### src/rtl/core/ppm_pkg.sv
// ----------------------------------------------------------------------------
// ppm_pkg
// Shared types and constants for the pedal plausibility monitor.
// ----------------------------------------------------------------------------
package ppm_pkg;

    localparam int ADC_BITS_DEF    = 12;
    localparam int QUEUE_DEPTH_DEF = 8;

    localparam int CODE_W      = 12;
    localparam int SPEED_W     = 16;
    localparam int DT_W        = 16;
    localparam int Q16_W       = 17;
    localparam int QUOT_W      = 17;
    localparam int POS_S_W     = 18;
    localparam int SUM_W       = 19;
    localparam int ELAPSED_W   = 24;
    localparam int LEVEL_W     = 17;
    localparam int CFG_IDX_W   = 2;
    localparam int CFG_DATA_W  = 24;
    localparam int IN_TDATA_W  = 88;
    localparam int OUT_TDATA_W = 24;

    // pos = round(NUM * code / (DEN * FS)) - POS_OFFSET
    localparam int unsigned SCALE_A_NUM = 540672;
    localparam int unsigned SCALE_A_DEN = 5;
    localparam int unsigned SCALE_B_NUM = 90112;
    localparam int unsigned SCALE_B_DEN = 1;

    localparam logic signed [POS_S_W-1:0] POS_OFFSET = 18'sd8192;
    localparam logic [Q16_W-1:0]          Q16_ONE    = 17'd65536;
    localparam logic [ELAPSED_W-1:0]      ELAPSED_MAX = 24'hFFFFFF;

    localparam logic [ELAPSED_W-1:0] HOLD_TIME_RST     = 24'd100000;
    localparam logic [LEVEL_W-1:0]   BRAKE_HIGH_RST    = 17'd58982;
    localparam logic [LEVEL_W-1:0]   THROTTLE_HIGH_RST = 17'd52429;
    localparam logic [LEVEL_W-1:0]   START_BRAKE_RST   = 17'd52429;

    typedef enum logic [CFG_IDX_W-1:0] {
        REG_HOLD_TIME     = 2'd0,
        REG_BRAKE_HIGH    = 2'd1,
        REG_THROTTLE_HIGH = 2'd2,
        REG_START_BRAKE   = 2'd3
    } cfg_idx_t;

    typedef enum logic [1:0] {
        PH_WAIT_BRAKE   = 2'd0,
        PH_WAIT_COCKPIT = 2'd1,
        PH_RUN          = 2'd2
    } phase_t;

    typedef struct packed {
        logic [ELAPSED_W-1:0] hold_time_us;
        logic [LEVEL_W-1:0]   brake_high_level;
        logic [LEVEL_W-1:0]   throttle_high_level;
        logic [LEVEL_W-1:0]   start_brake_level;
    } cfg_t;

    // sample fields that ride along the scaling pipeline
    typedef struct packed {
        logic               cockpit_on;
        logic [SPEED_W-1:0] speed_front;
        logic [SPEED_W-1:0] speed_rear;
        logic [DT_W-1:0]    delta_us;
    } side_t;

    // classified item handed from front to back
    typedef struct packed {
        logic             start_pass;
        logic             cockpit_on;
        logic             pedal_flag;
        logic             traction_flag;
        logic [Q16_W-1:0] avg_q16;
        logic [DT_W-1:0]  delta_us;
    } item_t;

    typedef struct packed {
        logic             traction_fault;
        logic             traction_flag;
        logic             pedal_fault;
        logic             pedal_flag;
        logic [1:0]       phase_now;
        logic [Q16_W-1:0] throttle_q16;
    } result_t;

endpackage

### src/rtl/core/ppm_scale.sv
// ----------------------------------------------------------------------------
// ppm_scale
// Three-stage constant divider: ADC code to offset Q16 position, rounded.
// ----------------------------------------------------------------------------
module ppm_scale
    import ppm_pkg::*;
#(
    parameter int          ADC_BITS = ADC_BITS_DEF,
    parameter int unsigned KNUM     = SCALE_A_NUM,
    parameter int unsigned KDEN     = SCALE_A_DEN
)
(
    input  logic              clk,
    input  logic [CODE_W-1:0] code,
    output logic [QUOT_W-1:0] quot
);

    localparam longint unsigned FS      = (64'd1 << ADC_BITS) - 64'd1;
    localparam int              SHIFT   = ADC_BITS + 1;
    localparam longint unsigned RECIP_L = (longint'(KNUM) << SHIFT) / (longint'(KDEN) * FS);
    localparam int              RECIP_W = $clog2(RECIP_L + 1);
    localparam int              PROD_W  = ADC_BITS + RECIP_W;
    localparam int              CMP_W   = ADC_BITS + 22;

    localparam logic [RECIP_W-1:0] RECIP = RECIP_W'(RECIP_L);
    localparam logic [PROD_W:0]    HALF  = (PROD_W + 1)'(64'd1 << (SHIFT - 1));
    localparam logic [CMP_W-1:0]   NUM2  = CMP_W'(2 * longint'(KNUM));
    localparam logic [CMP_W-1:0]   DEN1  = CMP_W'(longint'(KDEN) * FS);
    localparam logic [CMP_W-1:0]   DEN2  = CMP_W'(2 * longint'(KDEN) * FS);

    logic [CODE_W+ADC_BITS-1:0] code_ext;
    logic [ADC_BITS-1:0]        c;
    logic [PROD_W-1:0]          prod_reg;
    logic [ADC_BITS-1:0]        code1_reg;
    logic [PROD_W:0]            qsum;
    logic [QUOT_W-1:0]          qest_reg;
    logic [CMP_W-1:0]           lhs_reg;
    logic [QUOT_W-1:0]          qinc;
    logic [CMP_W-1:0]           rhs;
    logic                       fits;
    logic [QUOT_W-1:0]          quot_reg;

    // code masked to ADC_BITS
    assign code_ext = {{ADC_BITS{1'b0}}, code};
    assign c        = code_ext[ADC_BITS-1:0];

    // reciprocal estimate is exact or one low; stage three fixes it
    assign qsum = {1'b0, prod_reg} + HALF;
    assign qinc = qest_reg + 1'b1;
    assign rhs  = CMP_W'(qinc) * DEN2;
    assign fits = (rhs <= lhs_reg);

    always_ff @(posedge clk)
    begin
        prod_reg  <= PROD_W'(c) * PROD_W'(RECIP);
        code1_reg <= c;
        qest_reg  <= qsum[SHIFT +: QUOT_W];
        lhs_reg   <= CMP_W'(code1_reg) * NUM2 + DEN1;
        quot_reg  <= fits ? qinc : qest_reg;
    end

    assign quot = quot_reg;

endmodule

### src/rtl/core/ppm_front.sv
// ----------------------------------------------------------------------------
// ppm_front
// Input side: accepts samples, scales sensors, computes instant flags.
// ----------------------------------------------------------------------------
module ppm_front
    import ppm_pkg::*;
#(
    parameter int ADC_BITS = ADC_BITS_DEF,
    parameter int DEPTH    = QUEUE_DEPTH_DEF
)
(
    input  logic                         clk,
    input  logic                         rst_n,
    input  logic                         s_tvalid,
    output logic                         s_tready,
    // pedal_a_code, pedal_b_code, brake_code, cockpit_on, speed_front,
    // speed_rear, delta_us, zero pad
    input  logic [IN_TDATA_W-1:0]        s_tdata,
    input  cfg_t                         cfg,
    input  logic [$clog2(DEPTH+1)-1:0]   fifo_count,
    output logic                         push,
    output item_t                        item
);

    localparam int CNT_W = $clog2(DEPTH + 1);

    logic              accept;
    logic [2:0]        v_reg;
    side_t             side_reg [3];
    side_t             side_in;
    logic [CNT_W:0]    credit;
    logic [QUOT_W-1:0] qa, qb, qbr;

    logic signed [POS_S_W-1:0] pa, pb, br;
    logic signed [SUM_W-1:0]   sum, diff;
    logic [SUM_W-1:0]          diff_abs;
    logic [POS_S_W-1:0]        gap;
    logic [22:0]               gap20;
    logic signed [23:0]        gap20_s, sum_s24;
    logic signed [19:0]        br_s20, sum_s20, brake_hi_s20, thr2_s20, start_s20;
    logic signed [POS_S_W-1:0] one_s;
    logic                      out_of_range, hard_brake, pflag;
    logic [SUM_W-2:0]          half;
    logic [Q16_W-1:0]          avg;
    logic [SPEED_W-1:0]        sf, sr, wgap;
    logic [20:0]               wgap20;
    logic [SPEED_W:0]          wsum;

    // room in the queue for every item already in the pipe
    assign credit   = (CNT_W + 1)'(fifo_count) + (CNT_W + 1)'(v_reg[0])
                    + (CNT_W + 1)'(v_reg[1]) + (CNT_W + 1)'(v_reg[2]);
    assign s_tready = (credit < (CNT_W + 1)'(DEPTH));
    assign accept   = s_tvalid && s_tready;

    assign side_in.cockpit_on  = s_tdata[36];
    assign side_in.speed_front = s_tdata[52:37];
    assign side_in.speed_rear  = s_tdata[68:53];
    assign side_in.delta_us    = s_tdata[84:69];

    ppm_scale #(.ADC_BITS(ADC_BITS), .KNUM(SCALE_A_NUM), .KDEN(SCALE_A_DEN)) u_scale_a
    (
        .clk  (clk),
        .code (s_tdata[11:0]),
        .quot (qa)
    );

    ppm_scale #(.ADC_BITS(ADC_BITS), .KNUM(SCALE_B_NUM), .KDEN(SCALE_B_DEN)) u_scale_b
    (
        .clk  (clk),
        .code (s_tdata[23:12]),
        .quot (qb)
    );

    ppm_scale #(.ADC_BITS(ADC_BITS), .KNUM(SCALE_A_NUM), .KDEN(SCALE_A_DEN)) u_scale_br
    (
        .clk  (clk),
        .code (s_tdata[35:24]),
        .quot (qbr)
    );

    always_ff @(posedge clk or negedge rst_n)
    begin
        if (!rst_n)
        begin
            v_reg <= 3'b000;
        end
        else
        begin
            v_reg <= {v_reg[1:0], accept};
        end
    end

    always_ff @(posedge clk)
    begin
        side_reg[0] <= side_in;
        side_reg[1] <= side_reg[0];
        side_reg[2] <= side_reg[1];
    end

    // pedal checks
    assign pa = $signed({1'b0, qa})  - POS_OFFSET;
    assign pb = $signed({1'b0, qb})  - POS_OFFSET;
    assign br = $signed({1'b0, qbr}) - POS_OFFSET;

    assign sum      = {pa[POS_S_W-1], pa} + {pb[POS_S_W-1], pb};
    assign diff     = {pa[POS_S_W-1], pa} - {pb[POS_S_W-1], pb};
    assign diff_abs = diff[SUM_W-1] ? (~diff + 1'b1) : diff;
    assign gap      = diff_abs[POS_S_W-1:0];
    assign gap20    = 23'(gap) * 23'd20;
    assign gap20_s  = $signed({1'b0, gap20});
    assign sum_s24  = {{5{sum[SUM_W-1]}}, sum};

    assign one_s        = $signed({1'b0, Q16_ONE});
    assign out_of_range = pa[POS_S_W-1] || (pa > one_s) || pb[POS_S_W-1] || (pb > one_s);

    assign br_s20       = {{2{br[POS_S_W-1]}}, br};
    assign sum_s20      = {sum[SUM_W-1], sum};
    assign brake_hi_s20 = $signed({3'b000, cfg.brake_high_level});
    assign thr2_s20     = $signed({2'b00, cfg.throttle_high_level, 1'b0});
    assign start_s20    = $signed({3'b000, cfg.start_brake_level});
    assign hard_brake   = (br_s20 > brake_hi_s20) && (sum_s20 > thr2_s20);

    assign pflag = (gap20_s > sum_s24) || out_of_range || hard_brake;

    // throttle: clamped pedal average
    assign half = sum[SUM_W-1:1];
    always_comb
    begin
        if (sum[SUM_W-1])
        begin
            avg = '0;
        end
        else if (half > (SUM_W - 1)'(Q16_ONE))
        begin
            avg = Q16_ONE;
        end
        else
        begin
            avg = half[Q16_W-1:0];
        end
    end

    // wheel speed check
    assign sf     = side_reg[2].speed_front;
    assign sr     = side_reg[2].speed_rear;
    assign wgap   = (sf > sr) ? (sf - sr) : (sr - sf);
    assign wgap20 = 21'(wgap) * 21'd20;
    assign wsum   = {1'b0, sf} + {1'b0, sr};

    assign item.start_pass    = (br_s20 > start_s20);
    assign item.cockpit_on    = side_reg[2].cockpit_on;
    assign item.pedal_flag    = pflag;
    assign item.traction_flag = (wgap20 > {4'b0000, wsum});
    assign item.avg_q16       = avg;
    assign item.delta_us      = side_reg[2].delta_us;

    assign push = v_reg[2];

endmodule

### src/rtl/core/ppm_fifo.sv
// ----------------------------------------------------------------------------
// ppm_fifo
// Short queue of classified items between the front and back ends.
// ----------------------------------------------------------------------------
module ppm_fifo
    import ppm_pkg::*;
#(
    parameter int DEPTH = QUEUE_DEPTH_DEF
)
(
    input  logic                       clk,
    input  logic                       rst_n,
    input  logic                       push,
    input  item_t                      wr_data,
    input  logic                       pop,
    output item_t                      rd_data,
    output logic                       not_empty,
    output logic [$clog2(DEPTH+1)-1:0] count
);

    localparam int PTR_W = $clog2(DEPTH);
    localparam int CNT_W = $clog2(DEPTH + 1);

    item_t             store [DEPTH];
    logic [PTR_W-1:0]  wr_ptr_reg, wr_ptr_next;
    logic [PTR_W-1:0]  rd_ptr_reg, rd_ptr_next;
    logic [CNT_W-1:0]  count_reg, count_next;

    assign wr_ptr_next = (wr_ptr_reg == PTR_W'(DEPTH - 1)) ? '0 : wr_ptr_reg + 1'b1;
    assign rd_ptr_next = (rd_ptr_reg == PTR_W'(DEPTH - 1)) ? '0 : rd_ptr_reg + 1'b1;

    always_comb
    begin
        count_next = count_reg;
        if (push && !pop)
        begin
            count_next = count_reg + 1'b1;
        end
        else if (pop && !push)
        begin
            count_next = count_reg - 1'b1;
        end
    end

    always_ff @(posedge clk or negedge rst_n)
    begin
        if (!rst_n)
        begin
            wr_ptr_reg <= '0;
            rd_ptr_reg <= '0;
            count_reg  <= '0;
        end
        else
        begin
            if (push)
            begin
                wr_ptr_reg <= wr_ptr_next;
            end
            if (pop)
            begin
                rd_ptr_reg <= rd_ptr_next;
            end
            count_reg <= count_next;
        end
    end

    always_ff @(posedge clk)
    begin
        if (push)
        begin
            store[wr_ptr_reg] <= wr_data;
        end
    end

    assign rd_data   = store[rd_ptr_reg];
    assign not_empty = (count_reg != '0);
    assign count     = count_reg;

endmodule

### src/rtl/core/ppm_persist.sv
// ----------------------------------------------------------------------------
// ppm_persist
// Persistence timer: latches a fault once its flag has held for the hold time.
// ----------------------------------------------------------------------------
module ppm_persist
    import ppm_pkg::*;
(
    input  logic                 clk,
    input  logic                 rst_n,
    input  logic                 step,
    input  logic                 flag,
    input  logic [DT_W-1:0]      dt,
    input  logic [ELAPSED_W-1:0] hold,
    output logic                 latched_next
);

    logic                 on_reg, on_next;
    logic [ELAPSED_W-1:0] elapsed_reg, elapsed_next;
    logic                 latched_reg;
    logic [ELAPSED_W:0]   e_sum;
    logic [ELAPSED_W-1:0] e_adv;

    assign e_sum = {1'b0, elapsed_reg} + (ELAPSED_W + 1)'(dt);

    always_comb
    begin
        if (on_reg)
        begin
            e_adv = e_sum[ELAPSED_W] ? ELAPSED_MAX : e_sum[ELAPSED_W-1:0];
        end
        else
        begin
            e_adv = elapsed_reg;
        end
    end

    always_comb
    begin
        on_next      = on_reg;
        elapsed_next = elapsed_reg;
        latched_next = latched_reg;
        if (step)
        begin
            elapsed_next = e_adv;
            priority if (flag && !on_reg)
            begin
                on_next      = 1'b1;
                elapsed_next = '0;
            end
            else if (flag && (e_adv >= hold))
            begin
                latched_next = 1'b1;
            end
            else if (!flag && on_reg)
            begin
                latched_next = 1'b0;
                on_next      = 1'b0;
                elapsed_next = '0;
            end
            else
            begin
                // flag held below the hold time: only the count moves; idle: nothing moves
                elapsed_next = e_adv;
            end
        end
    end

    always_ff @(posedge clk or negedge rst_n)
    begin
        if (!rst_n)
        begin
            on_reg      <= 1'b0;
            elapsed_reg <= '0;
            latched_reg <= 1'b0;
        end
        else
        begin
            on_reg      <= on_next;
            elapsed_reg <= elapsed_next;
            latched_reg <= latched_next;
        end
    end

endmodule

### src/rtl/core/ppm_back.sv
// ----------------------------------------------------------------------------
// ppm_back
// Back end: start-up phase sequencer, fault timers and output register.
// ----------------------------------------------------------------------------
module ppm_back
    import ppm_pkg::*;
(
    input  logic                   clk,
    input  logic                   rst_n,
    input  logic [ELAPSED_W-1:0]   hold_time_us,
    input  item_t                  item,
    input  logic                   item_valid,
    output logic                   pop,
    output logic                   m_tvalid,
    input  logic                   m_tready,
    // throttle_q16, phase_now, pedal_flag, pedal_fault, traction_flag,
    // traction_fault, zero pad
    output logic [OUT_TDATA_W-1:0] m_tdata
);

    phase_t  phase_reg, phase_next;
    logic    running;
    logic    step;
    logic    pl_next, wl_next;
    logic    out_valid_reg;
    result_t out_reg;
    result_t result;

    assign pop  = item_valid && (!out_valid_reg || m_tready);
    assign step = pop && running;

    always_comb
    begin
        phase_next = phase_reg;
        if (pop)
        begin
            unique case (phase_reg)
                PH_WAIT_BRAKE:
                begin
                    if (item.start_pass)
                    begin
                        phase_next = PH_WAIT_COCKPIT;
                    end
                end
                PH_WAIT_COCKPIT:
                begin
                    if (item.cockpit_on)
                    begin
                        phase_next = PH_RUN;
                    end
                end
                default:
                begin
                    phase_next = phase_reg;
                end
            endcase
        end
    end

    always_comb
    begin
        unique case (phase_reg)
            PH_WAIT_BRAKE:   running = 1'b0;
            PH_WAIT_COCKPIT: running = 1'b0;
            default:         running = 1'b1;
        endcase
    end

    ppm_persist u_pedal_timer
    (
        .clk          (clk),
        .rst_n        (rst_n),
        .step         (step),
        .flag         (item.pedal_flag),
        .dt           (item.delta_us),
        .hold         (hold_time_us),
        .latched_next (pl_next)
    );

    ppm_persist u_wheel_timer
    (
        .clk          (clk),
        .rst_n        (rst_n),
        .step         (step),
        .flag         (item.traction_flag),
        .dt           (item.delta_us),
        .hold         (hold_time_us),
        .latched_next (wl_next)
    );

    always_comb
    begin
        result.throttle_q16   = (running && !pl_next && !wl_next) ? item.avg_q16 : '0;
        result.phase_now      = phase_next;
        result.pedal_flag     = running && item.pedal_flag;
        result.pedal_fault    = pl_next;
        result.traction_flag  = running && item.traction_flag;
        result.traction_fault = wl_next;
    end

    always_ff @(posedge clk or negedge rst_n)
    begin
        if (!rst_n)
        begin
            phase_reg     <= PH_WAIT_BRAKE;
            out_valid_reg <= 1'b0;
        end
        else
        begin
            phase_reg <= phase_next;
            if (pop)
            begin
                out_valid_reg <= 1'b1;
            end
            else if (m_tready)
            begin
                out_valid_reg <= 1'b0;
            end
        end
    end

    always_ff @(posedge clk)
    begin
        if (pop)
        begin
            out_reg <= result;
        end
    end

    assign m_tvalid = out_valid_reg;
    assign m_tdata  = {1'b0, out_reg};

endmodule

### src/rtl/core/pedal_plausibility_monitor.sv
// ----------------------------------------------------------------------------
// pedal_plausibility_monitor
// Accelerator pedal plausibility, brake and wheel-speed check with throttle.
// ----------------------------------------------------------------------------
// Samples come in on the s_ stream, one per item; one result per sample goes
// out on the m_ stream in the same order. Thresholds are set through the
// wr_en / wr_index / wr_data port; the user is to write them only while the
// block is idle, which the block itself does not enforce.
// Throughput: one item per cycle while the receiver takes results and the
// queue has room, set by the per-item update of the phase and persistence
// timer registers in the back end. A result passes three scaling stages,
// one queue slot, then the output register before it shows on m_tvalid.
// Reset: thresholds return to their defaults, the phase goes back to waiting
// for the brake, both timers and faults clear, the queue empties; s_tready
// comes up right away.
// Receiver stall: the result holds on m_tdata, the queue keeps filling and
// s_tready drops once the queue plus items in the scaling pipe reach
// QUEUE_DEPTH.
// ----------------------------------------------------------------------------
module pedal_plausibility_monitor
    import ppm_pkg::*;
#(
    parameter int ADC_BITS    = ADC_BITS_DEF,
    parameter int QUEUE_DEPTH = QUEUE_DEPTH_DEF
)
(
    input  logic                   clk,
    input  logic                   rst_n,
    input  logic                   s_tvalid,
    output logic                   s_tready,
    // pedal_a_code[11:0], pedal_b_code[23:12], brake_code[35:24],
    // cockpit_on[36], speed_front[52:37], speed_rear[68:53],
    // delta_us[84:69], zero pad
    input  logic [IN_TDATA_W-1:0]  s_tdata,
    output logic                   m_tvalid,
    input  logic                   m_tready,
    // throttle_q16[16:0], phase_now[18:17], pedal_flag[19], pedal_fault[20],
    // traction_flag[21], traction_fault[22], zero pad
    output logic [OUT_TDATA_W-1:0] m_tdata,
    input  logic                   wr_en,
    input  logic [CFG_IDX_W-1:0]   wr_index,
    input  logic [CFG_DATA_W-1:0]  wr_data
);

    localparam int CNT_W = $clog2(QUEUE_DEPTH + 1);

    cfg_t             cfg_reg;
    cfg_idx_t         wr_sel;
    logic             push, pop, not_empty;
    item_t            wr_item, rd_item;
    logic [CNT_W-1:0] fifo_count;

    assign wr_sel = cfg_idx_t'(wr_index);

    always_ff @(posedge clk or negedge rst_n)
    begin
        if (!rst_n)
        begin
            cfg_reg.hold_time_us        <= HOLD_TIME_RST;
            cfg_reg.brake_high_level    <= BRAKE_HIGH_RST;
            cfg_reg.throttle_high_level <= THROTTLE_HIGH_RST;
            cfg_reg.start_brake_level   <= START_BRAKE_RST;
        end
        else if (wr_en)
        begin
            unique case (wr_sel)
                REG_HOLD_TIME:     cfg_reg.hold_time_us        <= wr_data;
                REG_BRAKE_HIGH:    cfg_reg.brake_high_level    <= wr_data[LEVEL_W-1:0];
                REG_THROTTLE_HIGH: cfg_reg.throttle_high_level <= wr_data[LEVEL_W-1:0];
                REG_START_BRAKE:   cfg_reg.start_brake_level   <= wr_data[LEVEL_W-1:0];
            endcase
        end
    end

    ppm_front #(.ADC_BITS(ADC_BITS), .DEPTH(QUEUE_DEPTH)) u_front
    (
        .clk        (clk),
        .rst_n      (rst_n),
        .s_tvalid   (s_tvalid),
        .s_tready   (s_tready),
        .s_tdata    (s_tdata),
        .cfg        (cfg_reg),
        .fifo_count (fifo_count),
        .push       (push),
        .item       (wr_item)
    );

    ppm_fifo #(.DEPTH(QUEUE_DEPTH)) u_fifo
    (
        .clk       (clk),
        .rst_n     (rst_n),
        .push      (push),
        .wr_data   (wr_item),
        .pop       (pop),
        .rd_data   (rd_item),
        .not_empty (not_empty),
        .count     (fifo_count)
    );

    ppm_back u_back
    (
        .clk          (clk),
        .rst_n        (rst_n),
        .hold_time_us (cfg_reg.hold_time_us),
        .item         (rd_item),
        .item_valid   (not_empty),
        .pop          (pop),
        .m_tvalid     (m_tvalid),
        .m_tready     (m_tready),
        .m_tdata      (m_tdata)
    );

endmodule

### config.mk
export PLATFORM = sky130hd
export DESIGN_NAME = pedal_plausibility_monitor
export DESIGN_NICKNAME = d
export VERILOG_FILES = /design/src/rtl/core/ppm_pkg.sv /design/src/rtl/core/ppm_scale.sv /design/src/rtl/core/ppm_front.sv /design/src/rtl/core/ppm_fifo.sv /design/src/rtl/core/ppm_persist.sv /design/src/rtl/core/ppm_back.sv /design/src/rtl/core/pedal_plausibility_monitor.sv
export SDC_FILE = /design/constraint.sdc
export NUM_CORES = 2
export LEC_CHECK = 0
export BUFFER_PORTS_ARGS = -buffer_cell sky130_fd_sc_hd__buf_2
export CAP_MARGIN = 20
export CORE_MARGIN = 2
export CORE_UTILIZATION = 65
export CTS_BUF_LIST = sky130_fd_sc_hd__clkbuf_4
export CTS_CLUSTER_SIZE = 10
export DETAILED_ROUTE_END_ITERATION = 8
export HOLD_SLACK_MARGIN = 0.02
export PLACE_DENSITY = 0.82
export SYNTH_ARGS = -nofsm -noshare
export SYNTH_HDL_FRONTEND = slang
export SYNTH_SLANG_ARGS = --single-unit
### constraint.sdc
create_clock -name clk -period 11.5 [get_ports clk]
set_input_delay 0 -clock clk [delete_from_list [all_inputs] [get_ports clk]]
set_output_delay 0 -clock clk [all_outputs]
set_load 0.05 [all_outputs]
==> reports/qor.yml <==
fmax_mhz: 93.3
synthFlopType: "dfxtp_1"
grt_pass1_wl_um: 240000
clock_skew_ns: 0.0912
postCtsHoldBufs: 304
grt_setup_unrepaired: "no"
setup_viol: 0
clock_latency_ns: 1.11
cp-start-kind: "flop"
die_area_sq_um: 99400
netlist_instances: 5828
numClockSinks: 853
grt_pass1_vias: 47555
fill_cells: 6332
synth_seq_cells: 853
grt-ovfl-total: 0
min_period_ns: 10.72
finalHoldViolations: 0
cts_root_buf: "clkbuf_4"
hp-class: "primary input to flop"
syn_area_sq_um: 63000
min_period_over_period: 0.932
yosysSeqAreaShare: 0.334
wl_um: 149000
post-route-drc-count: 0
crit_path_end_kind: "flop"
cp_data_arrival_time_ns: 11.68
finish.instance_area_sq_um: 71300
gr-usage-all-layers: 0.303
place_area_sq_um: 65300
fp.dieW_um: 315
cap_violations: 0
syn_to_final_growth_pct: 13.2
die_y_um: 315
relSlewSlack: 0.312
ys_warn_count: 0
first_iter_violations: 3137
cts.clk_slew.worst_paths_ns: 0.08
routed_via_density: 5.72
max_stage_delay_ns: 0.64
drv_slew: 0
cts_resized: 0
largest_register_ffs: 296
htreeDepth: 4
critPathSlowestCell: "or4b_2"
core.rowCount: 114
ant_nets: 0
crit_path_frequent_cell: "fa_1"
mostFrequentLayoutCells: "inv_1, ha_1, fa_1"
nNetsFinal: 7924
grt_antenna_before_repair: 8
vias: 45191
synth_fp_nets: 7324
drt-wirelength-per-cell_um: 18.8
gp_congestion: 0.913
io_pins: 145
tightest_slew_ns: 1.03
clock_path_buffers: 3
start_util: 0.653
synth.avg_cell_area_sq_um: 10.8
grt_max_degree: 76
final_common_cell: "inv_1"
cts_setup_buffers: 0
port_buffers: 140
status: "complete, no violations"
drive_gt1_frac: 0.115
synth_edf_count: 319
path_class: "flop to flop"
cp_max_fo: 18
tns_ns: 0
synth_async_sr_flop_share: 0.168
synth_cell_type_count: 89
drt_first_pass_iters: 5
hpwl_um: 104000
cts_tree: "done"
required_ns: 12.47
cts_buffers: 211
core-area_sq_um: 96400
-- cell type report --
type	count	area, sq um	area share
Antenna cell	11	27.5	0.000386
Clock buffer	303	2270	0.0319
Clock inverter	94	619	0.00868
Inverter	1026	3850	0.0540
Multi-Input combinational cell	3860	37900	0.531
Sequential cell	853	21000	0.295
Tap cell	1276	1600	0.0224
Timing Repair Buffer	476	4050	0.0568
-- critical path, delay by kind of cell (launching register included) --
kind,cells,cell delay [ns]
XOR/XNOR,2,0.67
flip-flops,1,0.45
AO/OA/AOI/OAI,11,2.43
AND/OR/NAND/NOR,8,2.28
buffers and inverters,6,0.75
adder cells (fa/ha/maj),9,4.06
-- metrics by stage --
step / setup WS, ns / instances / hold WS [ns] / util
6_report: 0.782 / 7899 / 0.174 / 0.740
5_1_grt: 0.154 / 7896 / 0.0670 / 0.740
4_1_cts: 0.816 / 7885 / 0.0239 / 0.739
3_5_place_dp: 0.843 / 7184 / 0.0635 / 0.677
3_3_place_gp: 1.17 / 7184 / 0.0624 / 0.677
2_1_floorplan: 1.78 / 5828 / -0.296 / -
-- cell usage after synthesis, types with 48 or more instances --
cell type / n / area [sq um]
nor2_1: 250 / 938
and3_1: 69 / 432
mux2_2: 82 / 923
a21oi_1: 264 / 1320
xor2_1: 176 / 1540
o21ai_0: 166 / 831
a21o_1: 123 / 923
nand2_1: 218 / 818
nor3_1: 79 / 395
edfxtp_1: 319 / 9580
o21bai_1: 48 / 360
fa_1: 423 / 8470
dfrtp_1: 110 / 2750
dfxtp_1: 391 / 7830
inv_1: 1025 / 3850
ha_1: 954 / 11900
clkbuf_1: 72 / 270
nand3_1: 85 / 425
xnor2_1: 266 / 2330
mux4_2: 74 / 1670
-- metal layers --
layer / global-route usage / wire (um) / up-vias
met2: 0.536 / 74900 / 1611
met3: 0.0470 / 8250 / 401
met5: 0 / 13 / -
li1: - / - / 21260
met1: 0.366 / 59500 / 21917
met4: 0.134 / 6010 / 2
-- kinds of logic (layout without fill, tap and decap cells) --
| group | Yosys count | count (layout) | share of synthesized area |
|---|---|---|---|
| compound gates | 900 | 900 | 0.0935 |
| xor+xnor | 442 | 442 | 0.0614 |
| fa+ha+maj | 1377 | 1377 | 0.324 |
| buf+inv | 1115 | 1899 | 0.0667 |
| flops | 853 | 853 | 0.334 |
| mux | 191 | 191 | 0.0467 |
| other cells | 1 | 12 | 0.0000595 |
| simple gates | 949 | 949 | 0.0741 |
-- path summary, 6_finish.rpt --
path	slack [ns]	endpoint	from	depth (start not counted)
setup / recovery	0.78	u_front.u_scale_a.quot[6]$_DFF_P_	u_front.u_scale_a.qest_reg[0]$_DFF_P_	36
hold / removal	0.17	u_back.m_tvalid$_DFFE_PN0P_	m_tready	4
setup reg to reg	0.78	u_front.u_scale_a.quot[6]$_DFF_P_	u_front.u_scale_a.qest_reg[0]$_DFF_P_	36
hold reg to reg	0.32	u_front.side_reg[0][146]$_DFF_P_	u_front.side_reg[0][97]$_DFF_P_	0
max in group asynchronous	10.00	cfg_reg[50]$_DFFE_PN0P_	rst_n	5
min in group asynchronous	0.54	cfg_reg[73]$_DFFE_PN0P_	rst_n	5
Power is left out: the tool's default activity adds up to more than one toggle a clock period on the data nets, which glitch-free logic cannot reach.
